### src/ffra_pkg.sv
`timescale 1ns / 1ps
package ffra_pkg;

    localparam int MAX_REGIONS = 16;
    localparam int ADDR_BITS   = 16;
    localparam int IDX_W       = $clog2(MAX_REGIONS);
    localparam int CNT_W       = $clog2(MAX_REGIONS + 1);
    localparam int APB_AW      = 3;
    localparam int APB_DW      = 32;

    localparam logic [APB_AW-3:0] REG_MEMORY_SIZE = '0;

    typedef enum logic [1:0] {
        OP_ALLOC  = 2'd0,
        OP_FREE   = 2'd1,
        OP_DEFRAG = 2'd2,
        OP_NONE   = 2'd3
    } t_opcode;

    typedef enum logic [1:0] {
        ST_OK    = 2'd0,
        ST_NOFIT = 2'd1,
        ST_FULL  = 2'd2
    } t_status;

    typedef enum logic [2:0] {
        C_NOP,
        C_INSERT,
        C_DELETE,
        C_SPLIT,
        C_SETLEN,
        C_SETHEAD,
        C_DEFRAG
    } t_cell_op;

    typedef struct packed {
        t_cell_op               op;
        logic [IDX_W-1:0]       idx;
        logic [ADDR_BITS-1:0]   a;
        logic [ADDR_BITS:0]     b;
        logic [ADDR_BITS-1:0]   sz;
    } t_cell_cmd;

    typedef struct packed {
        logic [ADDR_BITS-1:0] start;
        logic [ADDR_BITS-1:0] len;
    } t_region;

    typedef struct packed {
        logic [ADDR_BITS:0] stop;
        logic               fit;
    } t_view;

    typedef enum logic [3:0] {
        S_IDLE,
        S_A_FIRST,
        S_A_SCAN,
        S_A_INS,
        S_F_LO,
        S_F_HI,
        S_F_DEC,
        S_F_HEAD,
        S_F_DEL,
        S_DEFRAG,
        S_DONE
    } t_state;

endpackage

### src/ffra_cell.sv
`timescale 1ns / 1ps
module ffra_cell import ffra_pkg::*; (
    input  logic             i_clk,
    input  logic [IDX_W-1:0] i_index,
    input  t_cell_cmd        i_cmd,
    input  logic [CNT_W-1:0] i_count,
    input  t_region          i_left,
    input  t_region          i_right,
    output t_region          o_data,
    output t_view            o_view
);

    t_region              r_data;
    t_region              n_data;
    logic [ADDR_BITS:0]   w_end;
    logic [ADDR_BITS:0]   w_left_end;
    logic [ADDR_BITS+1:0] w_need_end;
    logic                 w_last;
    logic                 w_here;
    logic                 w_after;
    logic                 w_next_to;

    assign w_end      = {1'b0, r_data.start} + {1'b0, r_data.len};
    assign w_left_end = {1'b0, i_left.start} + {1'b0, i_left.len};
    assign w_need_end = {1'b0, w_end} + {1'b0, i_cmd.b};
    assign w_last     = (CNT_W'(i_index) + CNT_W'(1)) == i_count;
    assign w_here     = i_cmd.idx == i_index;
    assign w_after    = i_index > i_cmd.idx;
    assign w_next_to  = CNT_W'(i_index) == (CNT_W'(i_cmd.idx) + CNT_W'(1));

    // gap after this region: to the next start, or to the end of memory when last
    assign o_view.fit  = w_last ? (w_need_end <= {2'b0, i_cmd.sz})
                                : (w_need_end <= {2'b0, i_right.start});
    assign o_view.stop = w_end;
    assign o_data      = r_data;

    always_comb begin
        n_data = r_data;
        case (i_cmd.op)
            C_INSERT: begin
                if (w_here) begin
                    n_data.start = i_cmd.a;
                    n_data.len   = i_cmd.b[ADDR_BITS-1:0];
                end else if (w_after) begin
                    n_data = i_left;
                end
            end
            C_DELETE: begin
                if (w_here || w_after) begin
                    n_data = i_right;
                end
            end
            C_SPLIT: begin
                if (w_here) begin
                    n_data.len = i_cmd.a - r_data.start;
                end else if (w_next_to) begin
                    n_data.start = i_cmd.b[ADDR_BITS-1:0];
                    n_data.len   = w_left_end[ADDR_BITS-1:0] - i_cmd.b[ADDR_BITS-1:0];
                end else if (w_after) begin
                    n_data = i_left;
                end
            end
            C_SETLEN: begin
                if (w_here) begin
                    n_data.len = i_cmd.a - r_data.start;
                end
            end
            C_SETHEAD: begin
                if (w_here) begin
                    n_data.start = i_cmd.b[ADDR_BITS-1:0];
                    n_data.len   = w_end[ADDR_BITS-1:0] - i_cmd.b[ADDR_BITS-1:0];
                end
            end
            C_DEFRAG: begin
                if (w_here) begin
                    n_data.start = w_left_end[ADDR_BITS-1:0];
                end
            end
            default: begin
                n_data = r_data;
            end
        endcase
    end

    always_ff @(posedge i_clk) begin
        r_data <= n_data;
    end

endmodule

### config.mk
export PLATFORM = sky130hd
export DESIGN_NAME = ffra_cell
export DESIGN_NICKNAME = d
export VERILOG_FILES = /design/src/ffra_pkg.sv /design/src/ffra_cell.sv
export SDC_FILE = /design/constraint.sdc
export NUM_CORES = 1
export LEC_CHECK = 0
export BUFFER_PORTS_ARGS = -buffer_cell sky130_fd_sc_hd__buf_2
export CORE_MARGIN = 4
export CORE_UTILIZATION = 62
export DETAILED_ROUTE_END_ITERATION = 6
export PLACE_DENSITY = 0.89
export SLEW_MARGIN = 20
export SYNTH_ARGS = -nofsm -noshare
export SYNTH_HDL_FRONTEND = slang
export SYNTH_SLANG_ARGS = --single-unit
export TNS_END_PERCENT = 20
### constraint.sdc
create_clock -name i_clk -period 10.3 [get_ports i_clk]
set_input_delay 0 -clock i_clk [delete_from_list [all_inputs] [get_ports i_clk]]
set_output_delay 0 -clock i_clk [all_outputs]
set_load 0.05 [all_outputs]
# [Word-level counts from Yosys, hierarchy flattened]
# Index checks and enable logic that the tools add are counted.
[word_totals] ff_bits=32 output_inout_bits=50
[op_classes] add_sub_neg=8 magnitude_cmp=3 n_eq_ne=14 n_mux=12 reduce_logical=5
[ops] cell="2-to-1 mux 32 bit" n=5
[ops] cell="case mux 16 bit (5 select lines)" n=2
[ops] cell="2-to-1 mux 16 bit" n=4
[ops] cell="subtractor 16 bit" n=3
[ops] cell="less-or-equal comparator 18 x 16 -> 1 bit" n=2
[ops] cell="adder 17 x 17 -> 18 bit" n=1
[ops] cell="adder 16 x 16 -> 17 bit" n=1
[ops] cell="adder 16 bit" n=1
[ops] cell="adder 4 x 1 -> 5 bit, second input constant" n=2
[ops] cell="inequality test 2 bit, second input constant" n=5
[ops] cell="nonzero test 5 bit" n=2
[ops] cell="equality test 3 bit, second input constant" n=3
[ops] cell="equality test 3 x 2 -> 1 bit, second input constant" n=2
[ops] cell="equality test 4 x 5 -> 1 bit" n=1
[ops] cell="equality test 5 bit" n=1
[ops] cell="AND reduction 5 bit" n=1
[ops] cell="equality test 4 bit" n=1
[ops] cell="> comparator 4 bit" n=1
[ops] cell="AND reduction 4 bit" n=1
[ops] cell="equality test 3 x 1 -> 1 bit, second input constant" n=1
[ops] cell="logical OR 1 bit" n=1
[ops] cell="2-to-1 mux 1 bit" n=1

# [Longest topological paths before layout]
# Gate-level depths: netlist of run 1.
[depth] depth_word=5 depth_mapped=29 ltp_nobuf=28

# [Worst setup path after synthesis of run 1]
# No wires, ideal clock.
[synth_path] path_kind="register to output" from="register r_data, in the netlist o_data[16]" to="output o_view[0] in the netlist's numbering" arrival_time_ns=6.797 required_ns=10.300 path_slack_ns=3.503 path_stages_with_launch=28 cell_sequence="edfxtp_1 -> ha_1 -> inv_1 -> fa_1 -> nor2b_1 -> o21ai_1 -> a21boi_1 -> o21ai_1 -> a21oi_1 -> a21oi_1 -> xnor2_1 -> ha_1 -> clkbuf_1 -> inv_1 -> a21oi_1 -> nor2_1 -> nor2_1 -> nor2_1 -> a211o_1 -> xnor2_1 -> ha_1 -> a21o_1 -> a21o_1 -> a21oi_1 -> o21ai_0 -> o311a_1 -> or4_1 -> a21oi_1"
[synth_lines] element="start: declaration" line_no="ffra_cell.sv:13" text="t_region r_data;"
[synth_lines] element="start signal: assignment" line_no="ffra_cell.sv:86" text="r_data <= n_data;"
[synth_lines] element="end: declaration" line_no="ffra_cell.sv:10" text="output t_view o_view"

==> results of run 1 <==
==> worst min-delay path, cell delays in order <==
cell and delay (ps):
buf_2 100, a221oi_1 70, o21ai_1 70
==> worst paths after layout <==
| check | startpoint | to | slack, ps |
|---|---|---|---|
| hold reg to reg | o_data[0] | o_data[0] | 780 |
| setup / recovery | o_data[16] | o_view[0] | 4150 |
| hold / removal | i_right[6] | o_data[6] | 60 |
| setup reg to reg | o_data[16] | o_data[15] | 5960 |
==> through the flow <==
step	worst slack [ps]	cells	power (mW)	hold slack [ps]
after floorplan	3500	1218	1.43	205
after global placement	4700	1536	1.77	342
after detailed placement	4560	1536	1.81	353
after CTS	4230	1544	1.96	60.1
after global routing	3590	1545	2.16	84.0
final	4150	1545	2.00	63.3
==> kinds of logic (layout without fill, tap and decap cells) <==
| kind of cell | Yosys count | after routing | synth area share (%) |
|---|---|---|---|
| xor gates and xnor gates | 81 | 81 | 8.11 |
| other | 0 | 1 | 0 |
| muxes | 26 | 26 | 3.02 |
| and+or+nand+nor | 385 | 385 | 20.4 |
| adders and majority gates | 137 | 137 | 20.1 |
| AOI/OAI and AO/OA | 397 | 397 | 30.5 |
| buffers and inverters | 160 | 306 | 6.95 |
| DFF | 32 | 32 | 11.0 |
==> where the power goes <==
part | switching [mW] | internal (mW)
clock network | 0.0607 | 0.0891
registers | 0.0265 | 0.171
logic | 1.03 | 0.627
==> routing by layer <==
metal	global-route usage (%)	vias up	wire length, um
li1	-	4759	-
met1	53.3	4700	12800
met2	57.5	745	13400
met3	10.2	112	4980
met4	13.7	0	1200
met5	0	-	0
==> cell usage after synthesis, types with 15 or more instances <==
cell | instances | area [um2]
nand3_1 | 46 | 230
nor2b_1 | 17 | 106
xor2_1 | 19 | 166
inv_1 | 107 | 402
nor2_1 | 115 | 432
mux2i_1 | 23 | 230
a31oi_1 | 20 | 125
clkbuf_1 | 40 | 150
ha_1 | 131 | 1640
o21ai_0 | 63 | 315
nand2_1 | 120 | 450
edfxtp_1 | 32 | 961
nor3_1 | 20 | 100
xnor2_1 | 62 | 543
nand2b_1 | 16 | 100
a21oi_1 | 97 | 485
a22oi_1 | 15 | 113
a21o_1 | 21 | 158
o21ai_1 | 26 | 130
==> cell type report <==
| class | instances | area [um2] |
|---|---|---|
| timing repair buffer | 191 | 986 |
| tap | 180 | 225 |
| clock buffer | 7 | 133 |
| sequential | 32 | 961 |
| clock inverter | 1 | 3.75 |
| inverter | 107 | 402 |
| antenna | 1 | 2.50 |
| multi-input combinational | 1026 | 7190 |
| fill | 1175 | 3920 |
==> impl_summary.log, run 1 <==
INFO  metric status = completed
INFO  metric worst_slew_margin_rel = about two fifths
INFO  metric via_count = 10.3k
INFO  metric clk_path_buf_depth = 2
INFO  metric critPathTopFamily = compound AO/OA/AOI/OAI gates
INFO  metric critPathLaunchType = flop
INFO  metric floorplan.initialDensity = between 60% and 70%
INFO  metric layout.cells.most_common_list = buf_2, ha_1, nand2_1
INFO  metric grt_ovf = 0
INFO  metric power_per_cell_area = roughly 200 nW/um2
INFO  metric slowest_stage = ha_1
INFO  metric final_common_cell = buf_2
INFO  metric cts_tree = built
INFO  metric htree_levels = 2
INFO  metric stdcell_area = 9900 um2
INFO  metric holdCritPathClass = primary input to flop
INFO  metric grt_antenna_before_repair = 1
INFO  metric critical-path-top-cell-by-count = a21oi_1
INFO  metric clkSinkCount = 32
INFO  metric synth_ff_type = edfxtp_1
INFO  metric syn-mean-instance-area = ~7 um2
INFO  metric placed_instance_area = a little under 10000 um2
INFO  metric global_route_wire_length_before_repair = ~49 mm
INFO  metric fp.dieH = approximately 130 um
INFO  metric fraction_of_final_layout_cells_sized_beyond_drive_strength_1 = ~16%
INFO  metric cp-end-kind = output port
INFO  metric grt_usage = between 30 and 40%
INFO  metric skew = approximately 4.6 ps
INFO  metric number_of_global_route_vias_before_repair = ~9.2k
INFO  metric layout_min_cycle_time = 6150 ps
INFO  metric clock.fmax = about 160 MHz
INFO  metric synth_enable_flop_cells = 32
INFO  metric fin_nets = roughly 1.6k
INFO  metric static_leakage_power = roughly 4.8 nW
INFO  metric gpl_wtd_cong = between 1 and 1.5
INFO  metric slowest_delay = approximately 480 ps
INFO  metric synth_area = ~8800 um2
INFO  metric yosysWarningCount = 0
INFO  metric dr.pass1.iters = 6
INFO  metric io-pin-count = 180
INFO  metric final-max-slew-violation-count = 0
INFO  metric buffer_ports.inserted = roughly 180
INFO  metric cp.depth = 28
INFO  metric die_w = roughly 130 um
INFO  metric cts_made_buffers = 5
INFO  metric criticalPathCategory = flop to output port
INFO  metric drt_iter0_markers = 1335
INFO  metric tightest_slew = 882 ps
INFO  metric crit_fanout = 8
INFO  metric routed_wirelength = about 32 mm
INFO  metric rsz_0062_raised_after_global_routing = false
INFO  metric routed_wire_length_per_instance = between 20 and 25 um
INFO  metric peakVddDrop = between 80 and 90 uV
INFO  metric fin_setup_tns = 0 ps
INFO  metric place_hpwl = ~26 mm
INFO  metric synthesis_to_layout_area_growth = 13.2%
INFO  metric clockRootBuffer = clkbuf_16
INFO  metric path_buf_inv = 3
INFO  metric core-area = 13800 um2
INFO  metric final_hold_viol_count = 0
INFO  metric die_area = 16100 um2
INFO  metric max-cap-violations = 0
INFO  metric post-cts-setup-buffer-count = 0
INFO  metric layout.core_utilization = between 70% and 80%
INFO  metric worstRegToRegCells = 18
INFO  metric report.final.setup_viol = 0
INFO  metric avgViaCountPerCell = 6.68
INFO  metric register_area_share_after_synthesis = between 10% and 20%
INFO  metric synth-async-reset-ratio = 0%
INFO  metric maximum_number_of_pins_on_one_net_before_global_route_repair = 79
INFO  metric synth.distinct_cells = 76
INFO  metric finalCritPeriodShare = a little under 60%
INFO  metric cts.repair.resized = 0
INFO  metric largest_register_ff_count = 32
INFO  metric synth_nets = between 1k and 1.5k
INFO  metric clk-insertion-delay-late = around 290 ps
INFO  metric route.antenna.remaining_nets = 0
INFO  metric data_required_critical_path = about 10000 ps
INFO  metric post_cts_hold_buffer_count = 0
INFO  metric post_route_drc = 0
INFO  metric yosys_register_bits = 32
INFO  metric clk_pin_slew = approximately 60 ps
INFO  metric timing.hold.worst_path_depth = 3
INFO  metric placement_rows = 43
INFO  metric critPathArrivalTime = roughly 6200 ps
INFO  metric post_synth_inst_count = between 1k and 1.5k
(Power assumes the default switching activity.)
==> run 2: changes to the inputs <==
--- a/config.mk
+++ b/config.mk
@@ -7,9 +7,9 @@
 export LEC_CHECK = 0
 export BUFFER_PORTS_ARGS = -buffer_cell sky130_fd_sc_hd__buf_2
 export CORE_MARGIN = 4
-export CORE_UTILIZATION = 62
+export CORE_UTILIZATION = 52
 export DETAILED_ROUTE_END_ITERATION = 6
-export PLACE_DENSITY = 0.89
+export PLACE_DENSITY = 0.79
 export SLEW_MARGIN = 20
 export SYNTH_ARGS = -nofsm -noshare
 export SYNTH_HDL_FRONTEND = slang
==> constraint.sdc (replaced) <==
create_clock -name i_clk -period 5.3 [get_ports i_clk]
set_input_delay 0 -clock i_clk [delete_from_list [all_inputs] [get_ports i_clk]]
set_output_delay 0 -clock i_clk [all_outputs]
set_load 0.05 [all_outputs]
==> impl_summary.log, run 2 (same netlist as run 1, synthesis figures left out) <==
INFO  metric maximum_number_of_pins_on_one_net_before_global_route_repair = 78 (-1.3%)
INFO  metric synthesis_to_layout_area_growth = 20.9%
INFO  metric final_common_cell = buf_2
INFO  metric buffer_ports.inserted = 179 (unchanged)
INFO  metric critPathTopFamily = compound AO/OA/AOI/OAI gates
INFO  metric core-area = 16500 um2 (+20%)
INFO  metric final-max-slew-violation-count = 0 (unchanged)
INFO  metric criticalPathCategory = flop to output port
INFO  metric dr.pass1.iters = 7 (+1)
INFO  metric floorplan.initialDensity = 53.0% (-10 points)
INFO  metric power = 4.40 mW (+120%)
INFO  metric cts_made_buffers = 5 (unchanged)
INFO  metric preCtsSetupSlack = -102 ps (-4660 ps)
INFO  metric globalRouteMet2Util = 52.3% (-5.2 points)
INFO  metric clk_pin_slew = 60 ps (about the same)
INFO  metric hold_path_startpoint = i_right[6]
INFO  metric critical_path.startpoint = o_data[16]
INFO  metric placement_rows = 47 (+9.3%)
INFO  metric routed_wirelength = 34.3 mm (+6.0%)
INFO  metric clockRootBuffer = clkbuf_16
INFO  metric post_route_drc = 0 (unchanged)
INFO  metric worst_slack = -112 ps (-4270 ps)
INFO  metric place.detailed.instances = 1596 (+3.9%)
INFO  metric slowest_stage = or4_4
INFO  metric largest_register_ff_count = 32 (unchanged)
INFO  metric gr-max-usage-layer = met2
INFO  metric routed_wire_length_per_instance = 21.2 um (+1.3%)
INFO  metric critPathArrivalTime = 5410 ps (-740 ps)
INFO  metric die_w = 138 um (+8.6%)
INFO  metric die_area = 19000 um2 (+18%)
INFO  metric holdCritPathClass = primary input to flop
INFO  metric fraction_of_final_layout_cells_sized_beyond_drive_strength_1 = 21.6% (+5.6 points)
INFO  metric htree_levels = 2 (unchanged)
INFO  metric cp-end-kind = output port
INFO  metric layout_min_cycle_time = approximately 5400 ps
INFO  metric clk-insertion-delay-late = 290 ps (about the same)
INFO  metric worst_slew_margin_rel = 33.6% (-7.4 points)
INFO  metric global_route_wire_length_before_repair = 50.7 mm (+2.7%)
INFO  metric grt_antenna_before_repair = 0 (-1)
INFO  metric crit-reg2reg-launch = o_data[17]
INFO  metric gpl_wtd_cong = 1.01 (-1.7%)
INFO  metric violations = setup timing
INFO  metric skew = 6.99 ps (+2.41 ps)
INFO  metric stdcell_area = 10600 um2 (+6.8%)
INFO  metric clkSinkCount = 32 (unchanged)
INFO  metric drt_iter0_markers = 1365 (+2.2%)
INFO  metric tightest_slew = 989 ps (+107 ps)
INFO  metric via_count = 10.3k (+0.068%)
INFO  metric antennaDiodeCount = 0 (-1)
INFO  metric grt_ovf = 0 (unchanged)
INFO  metric place_hpwl = 27.2 mm (+4.9%)
INFO  metric data_required_critical_path = 5300 ps (-5000 ps)
INFO  metric finalCritPeriodShare = 102%
INFO  metric crit_fanout = 3 (-5)
INFO  metric number_of_global_route_vias_before_repair = 9371 (+1.7%)
INFO  metric placed_instance_area = 10100 um2 (+3.4%)
INFO  metric layout.core_utilization = 64.0% (-7.6 points)
INFO  metric slowest_delay = 490 ps (about the same)
INFO  metric report.final.setup_viol = 1 (+1)
INFO  metric clock.fmax = 185 MHz
INFO  metric cts_tree = built
INFO  metric peakVddDrop = 273 uV (+230%)
INFO  metric route.antenna.remaining_nets = 0 (unchanged)
INFO  metric avgViaCountPerCell = 6.38 (-4.4%)
INFO  metric fp.dieH = 138 um (+8.6%)
INFO  metric power_per_cell_area = 416 nW/um2 (+110%)
INFO  metric max-cap-violations = 0 (unchanged)
INFO  metric final_hold_viol_count = 0 (unchanged)
INFO  metric path_buf_inv = 6 (+3)
INFO  metric critPathLaunchType = flop
INFO  metric met1_usage = 47.7% (-5.6 points)
INFO  metric fin_setup_tns = -112 ps (-112 ps)
INFO  metric io-pin-count = 180 (unchanged)
INFO  metric rsz_0062_raised_after_global_routing = true
INFO  metric holdWs = 61.9 ps (-1.39 ps)
INFO  metric use_met3 = 9.17% (-1.1 points)
INFO  metric fillers = 1439 (+22%)
INFO  metric post_cts_hold_buffer_count = 0 (unchanged)
INFO  metric layout.cells.most_common_list = buf_2, ha_1, nand2_1
INFO  metric fin_cells = 1617 (+4.7%)
INFO  metric static_leakage_power = 5.02 nW (+5.2%)
INFO  metric clk_path_buf_depth = 2 (unchanged)
INFO  metric fin_nets = 1663 (+2.0%)
INFO  metric grt_usage = 34.6% (-3.8 points)
INFO  metric status = finished with violations
run 2: changes by cell type in the layout (fill, tap and decap cells not counted), moves of 6 or more:
cell / before / now
a21oi_1: 97 / 91
buf_4: 12 / 45
xnor2_1: 62 / 54
ha_4: 0 / 8
ha_1: 131 / 121
run 2: cell type report:
type	instances	area (um2)	share of cell area [%]
tap	220	275	2.60
multi-input combinational	1026	7560	71.5
timing repair buffer	224	1240	11.7
clock buffer	5	125	1.18
inverter	107	402	3.80
sequential	32	961	9.08
clock inverter	3	13.8	0.130
run 2: tightest hold or removal path, cell delays in order:
cell and delay (ps):
buf_2 100, a221oi_1 80, o21ai_1 60
run 2: final timing paths:
check,endpoint,cells past startpoint,slack (ps)
max,o_view[0],30,-110
max reg2reg,o_data[15],15,1180
min reg2reg,o_data[4],3,870
min,o_data[6],3,60
run 2: routing by layer:
layer | up-vias | routed length [um]
met1 | 4665 | 13600
met2 | 760 | 14500
li1 | 4818 | -
met5 | - | 0
met4 | 0 | 1130
met3 | 80 | 5110
run 2: timing repair:
action                     in CTS  in global routing
setup buffers                  10                  3
pin swaps                      32                 21
resized for setup              27                 14
setup endpoints to repair       1                  1
run 2: report_power, final:
group / internal [mW] / switching [mW] / leakage (nW)
Combinational: 1.51 / 2.21 / 4.64
Clock: 0.171 / 0.124 / 0.0710
Sequential: 0.332 / 0.0502 / 0.308
==> run 3: changes to the inputs <==
--- a/config.mk
+++ b/config.mk
@@ -7,9 +7,9 @@
 export LEC_CHECK = 0
 export BUFFER_PORTS_ARGS = -buffer_cell sky130_fd_sc_hd__buf_2
 export CORE_MARGIN = 4
-export CORE_UTILIZATION = 52
+export CORE_UTILIZATION = 58
 export DETAILED_ROUTE_END_ITERATION = 6
-export PLACE_DENSITY = 0.79
+export PLACE_DENSITY = 0.84
 export SLEW_MARGIN = 20
 export SYNTH_ARGS = -nofsm -noshare
 export SYNTH_HDL_FRONTEND = slang
==> constraint.sdc (replaced) <==
create_clock -name i_clk -period 5.7 [get_ports i_clk]
set_input_delay 0 -clock i_clk [delete_from_list [all_inputs] [get_ports i_clk]]
set_output_delay 0 -clock i_clk [all_outputs]
set_load 0.05 [all_outputs]
==> impl_summary.log, run 3 (same netlist as run 1, synthesis figures left out) <==
INFO  metric status = completed
INFO  metric critical_path.startpoint = o_data[17]
INFO  metric critical-path-top-cell-by-count = a21o_1
INFO  metric power_per_cell_area = 381 nW/um2 (-8.3%)
INFO  metric worst_slew_margin_rel = 24.1% (-9.5 points)
INFO  metric avgViaCountPerCell = 6.56 (+2.8%)
INFO  metric fin_setup_tns = 0 ps (+112 ps)
INFO  metric cts_made_buffers = 5 (unchanged)
INFO  metric post_cts_hold_buffer_count = 0 (unchanged)
INFO  metric via_count = 10.2k (-1.2%)
INFO  metric layout.cells.most_common_list = buf_2, ha_1, nand2_1
INFO  metric ordered_cell_list_for_the_critical_path = ha_1, a21o_1, a21o_1, a21oi_2, o21ai_1, a41oi_2, nor2b_4, xnor2_2, ha_4, nor2_1, nor2_2, nor2_1, a211o_1, xnor2_2, ha_1, a21o_1, a21o_1, a21oi_1, o21ai_0, o311a_1, or4_4, a21oi_4, buf_6
INFO  metric criticalPathCategory = flop to output port
INFO  metric slowest_stage = edfxtp_1
INFO  metric tightest_slew = 1130 ps (+146 ps)
INFO  metric post_route_drc = 0 (unchanged)
INFO  metric placed_instance_area = 9920 um2 (-1.8%)
INFO  metric clock.fmax = 184 MHz
INFO  metric place.detailed.instances = 1542 (-3.4%)
INFO  metric largest_register_ff_count = 32 (unchanged)
INFO  metric layout_min_cycle_time = roughly 5400 ps
INFO  metric critPathLaunchType = flop
INFO  metric final-max-slew-violation-count = 0 (unchanged)
INFO  metric fin_cells = 1555 (-3.8%)
INFO  metric final_hold_viol_count = 0 (unchanged)
INFO  metric preCtsSetupSlack = 138 ps (+240 ps)
INFO  metric crit-reg2reg-launch = o_data[17]
INFO  metric clk_path_buf_depth = 2 (unchanged)
INFO  metric data_required_critical_path = 5700 ps (+400 ps)
INFO  metric die_area = 17100 um2 (-9.8%)
INFO  metric grt_antenna_before_repair = 1 (+1)
INFO  metric htree_levels = 2 (unchanged)
INFO  metric maximum_number_of_pins_on_one_net_before_global_route_repair = 58 (-26%)
INFO  metric layout.core_utilization = 70.4% (+6.4 points)
INFO  metric grt_usage = 37.9% (+3.2 points)
INFO  metric fp.dieH = 131 um (-5.0%)
INFO  metric dr.pass1.iters = 5 (-2)
INFO  metric worst_slack = 253 ps (+365 ps)
INFO  metric global_route_wire_length_before_repair = 50.1 mm (-1.2%)
INFO  metric fin_nets = 1636 (-1.6%)
INFO  metric io-pin-count = 180 (unchanged)
INFO  metric buffer_ports.inserted = 179 (unchanged)
INFO  metric slowest_delay = 490 ps (about the same)
INFO  metric place_hpwl = 27.3 mm (+0.34%)
INFO  metric finalCritPeriodShare = between 90% and 100%
INFO  metric cts_tree = built
INFO  metric static_leakage_power = 4.90 nW (-2.5%)
INFO  metric final_common_cell = buf_2
INFO  metric holdWs = 62.3 ps (+0.327 ps)
INFO  metric route.antenna.remaining_nets = 0 (unchanged)
INFO  metric drt_iter0_markers = 1069 (-22%)
INFO  metric skew = 7.30 ps (+0.316 ps)
INFO  metric cp-end-kind = output port
INFO  metric synthesis_to_layout_area_growth = 17.8%
INFO  metric crit_fanout = 4 (+1)
INFO  metric gpl_wtd_cong = 1.03 (+1.7%)
INFO  metric fraction_of_final_layout_cells_sized_beyond_drive_strength_1 = 19.9% (-1.7 points)
INFO  metric routed_wire_length_per_instance = 21.7 um (+2.1%)
INFO  metric die_w = 131 um (-5.0%)
INFO  metric peakVddDrop = 189 uV (-31%)
INFO  metric critPathArrivalTime = 5450 ps (+40 ps)
INFO  metric hold_path_startpoint = i_right[8]
INFO  metric holdCritPathClass = primary input to flop
INFO  metric core-area = 14600 um2 (-11%)
INFO  metric clk-insertion-delay-late = 290 ps (about the same)
INFO  metric routed_wirelength = 33.7 mm (-1.8%)
INFO  metric number_of_global_route_vias_before_repair = 9329 (-0.45%)
INFO  metric grt_ovf = 0 (unchanged)
INFO  metric clockRootBuffer = clkbuf_16
INFO  metric clkSinkCount = 32 (unchanged)
INFO  metric clk_pin_slew = 60 ps (about the same)
INFO  metric max-cap-violations = 0 (unchanged)
INFO  metric placement_rows = 44 (-6.4%)
INFO  metric stdcell_area = 10300 um2 (-2.6%)
INFO  metric power = 3.93 mW (-11%)
INFO  metric report.final.setup_viol = 0 (-1)
INFO  metric floorplan.initialDensity = 59.8% (+6.8 points)
INFO  metric fillers = 1321 (-8.2%)
[run 3: cell count changes in the layout (fill, tap and decap cells not counted), sizes merged]
cell	previous run	this run
diode	0	1
clkinv	3	1
buf	224	197
clkbuf	5	6
bufinv	0	1
[run 3: cell type report]
cell class,instances,area [um2],area share [%]
Antenna cell,1,2.50,0.0243
Clock buffer,6,129,1.25
Clock inverter,2,35.0,0.340
Inverter,107,402,3.90
Multi-Input combinational cell,1026,7510,72.9
Sequential cell,32,961,9.32
Tap cell,184,230,2.23
Timing Repair Buffer,197,1040,10.1
[run 3: worst max-delay path: cells and delay by family, from the launching register on]
family / cells / cell delay, ps
compound gates: 12 / 2230
simple gates: 5 / 1010
fa+ha+maj: 3 / 990
flops: 1 / 490
xor+xnor: 2 / 260
buf+inv: 1 / 170
[run 3: worst paths after layout]
| kind | slack (ps) | depth (start not counted) | endpoint |
|---|---|---|---|
| worst max-delay path | 250 | 23 | o_view[0] |
| worst min-delay path | 60 | 3 | o_data[8] |
| worst max register to register | 1510 | 16 | o_data[15] |
| worst min register to register | 830 | 4 | o_data[3] |
[run 3: where the power goes]
part / total (mW) / leakage [nW] / internal (mW) / switching, mW
clock: 0.322 / 0.0808 / 0.206 / 0.116
sequential: 0.356 / 0.308 / 0.309 / 0.0468
combinational: 3.25 / 4.51 / 1.26 / 1.99
[run 3: repair_timing]
item	in CTS	in global routing
pin swaps	1	14
gates cloned	0	0
resized for setup	6	30
endpoints found under the setup margin	1	1
buffers inserted	1	3
[run 3: metal layers]
metal / global-route usage (%) / part of all wire [%] / routed length [um] / vias to the layer above
li1: - / - / - / 4771
met1: 52.5 / 40 / 13600 / 4678
met2: 56.8 / 42 / 14200 / 664
met3: 10.8 / 14 / 4790 / 89
met4: 12.1 / 3.2 / 1060 / 0
met5: 0 / 0 / 0 / -
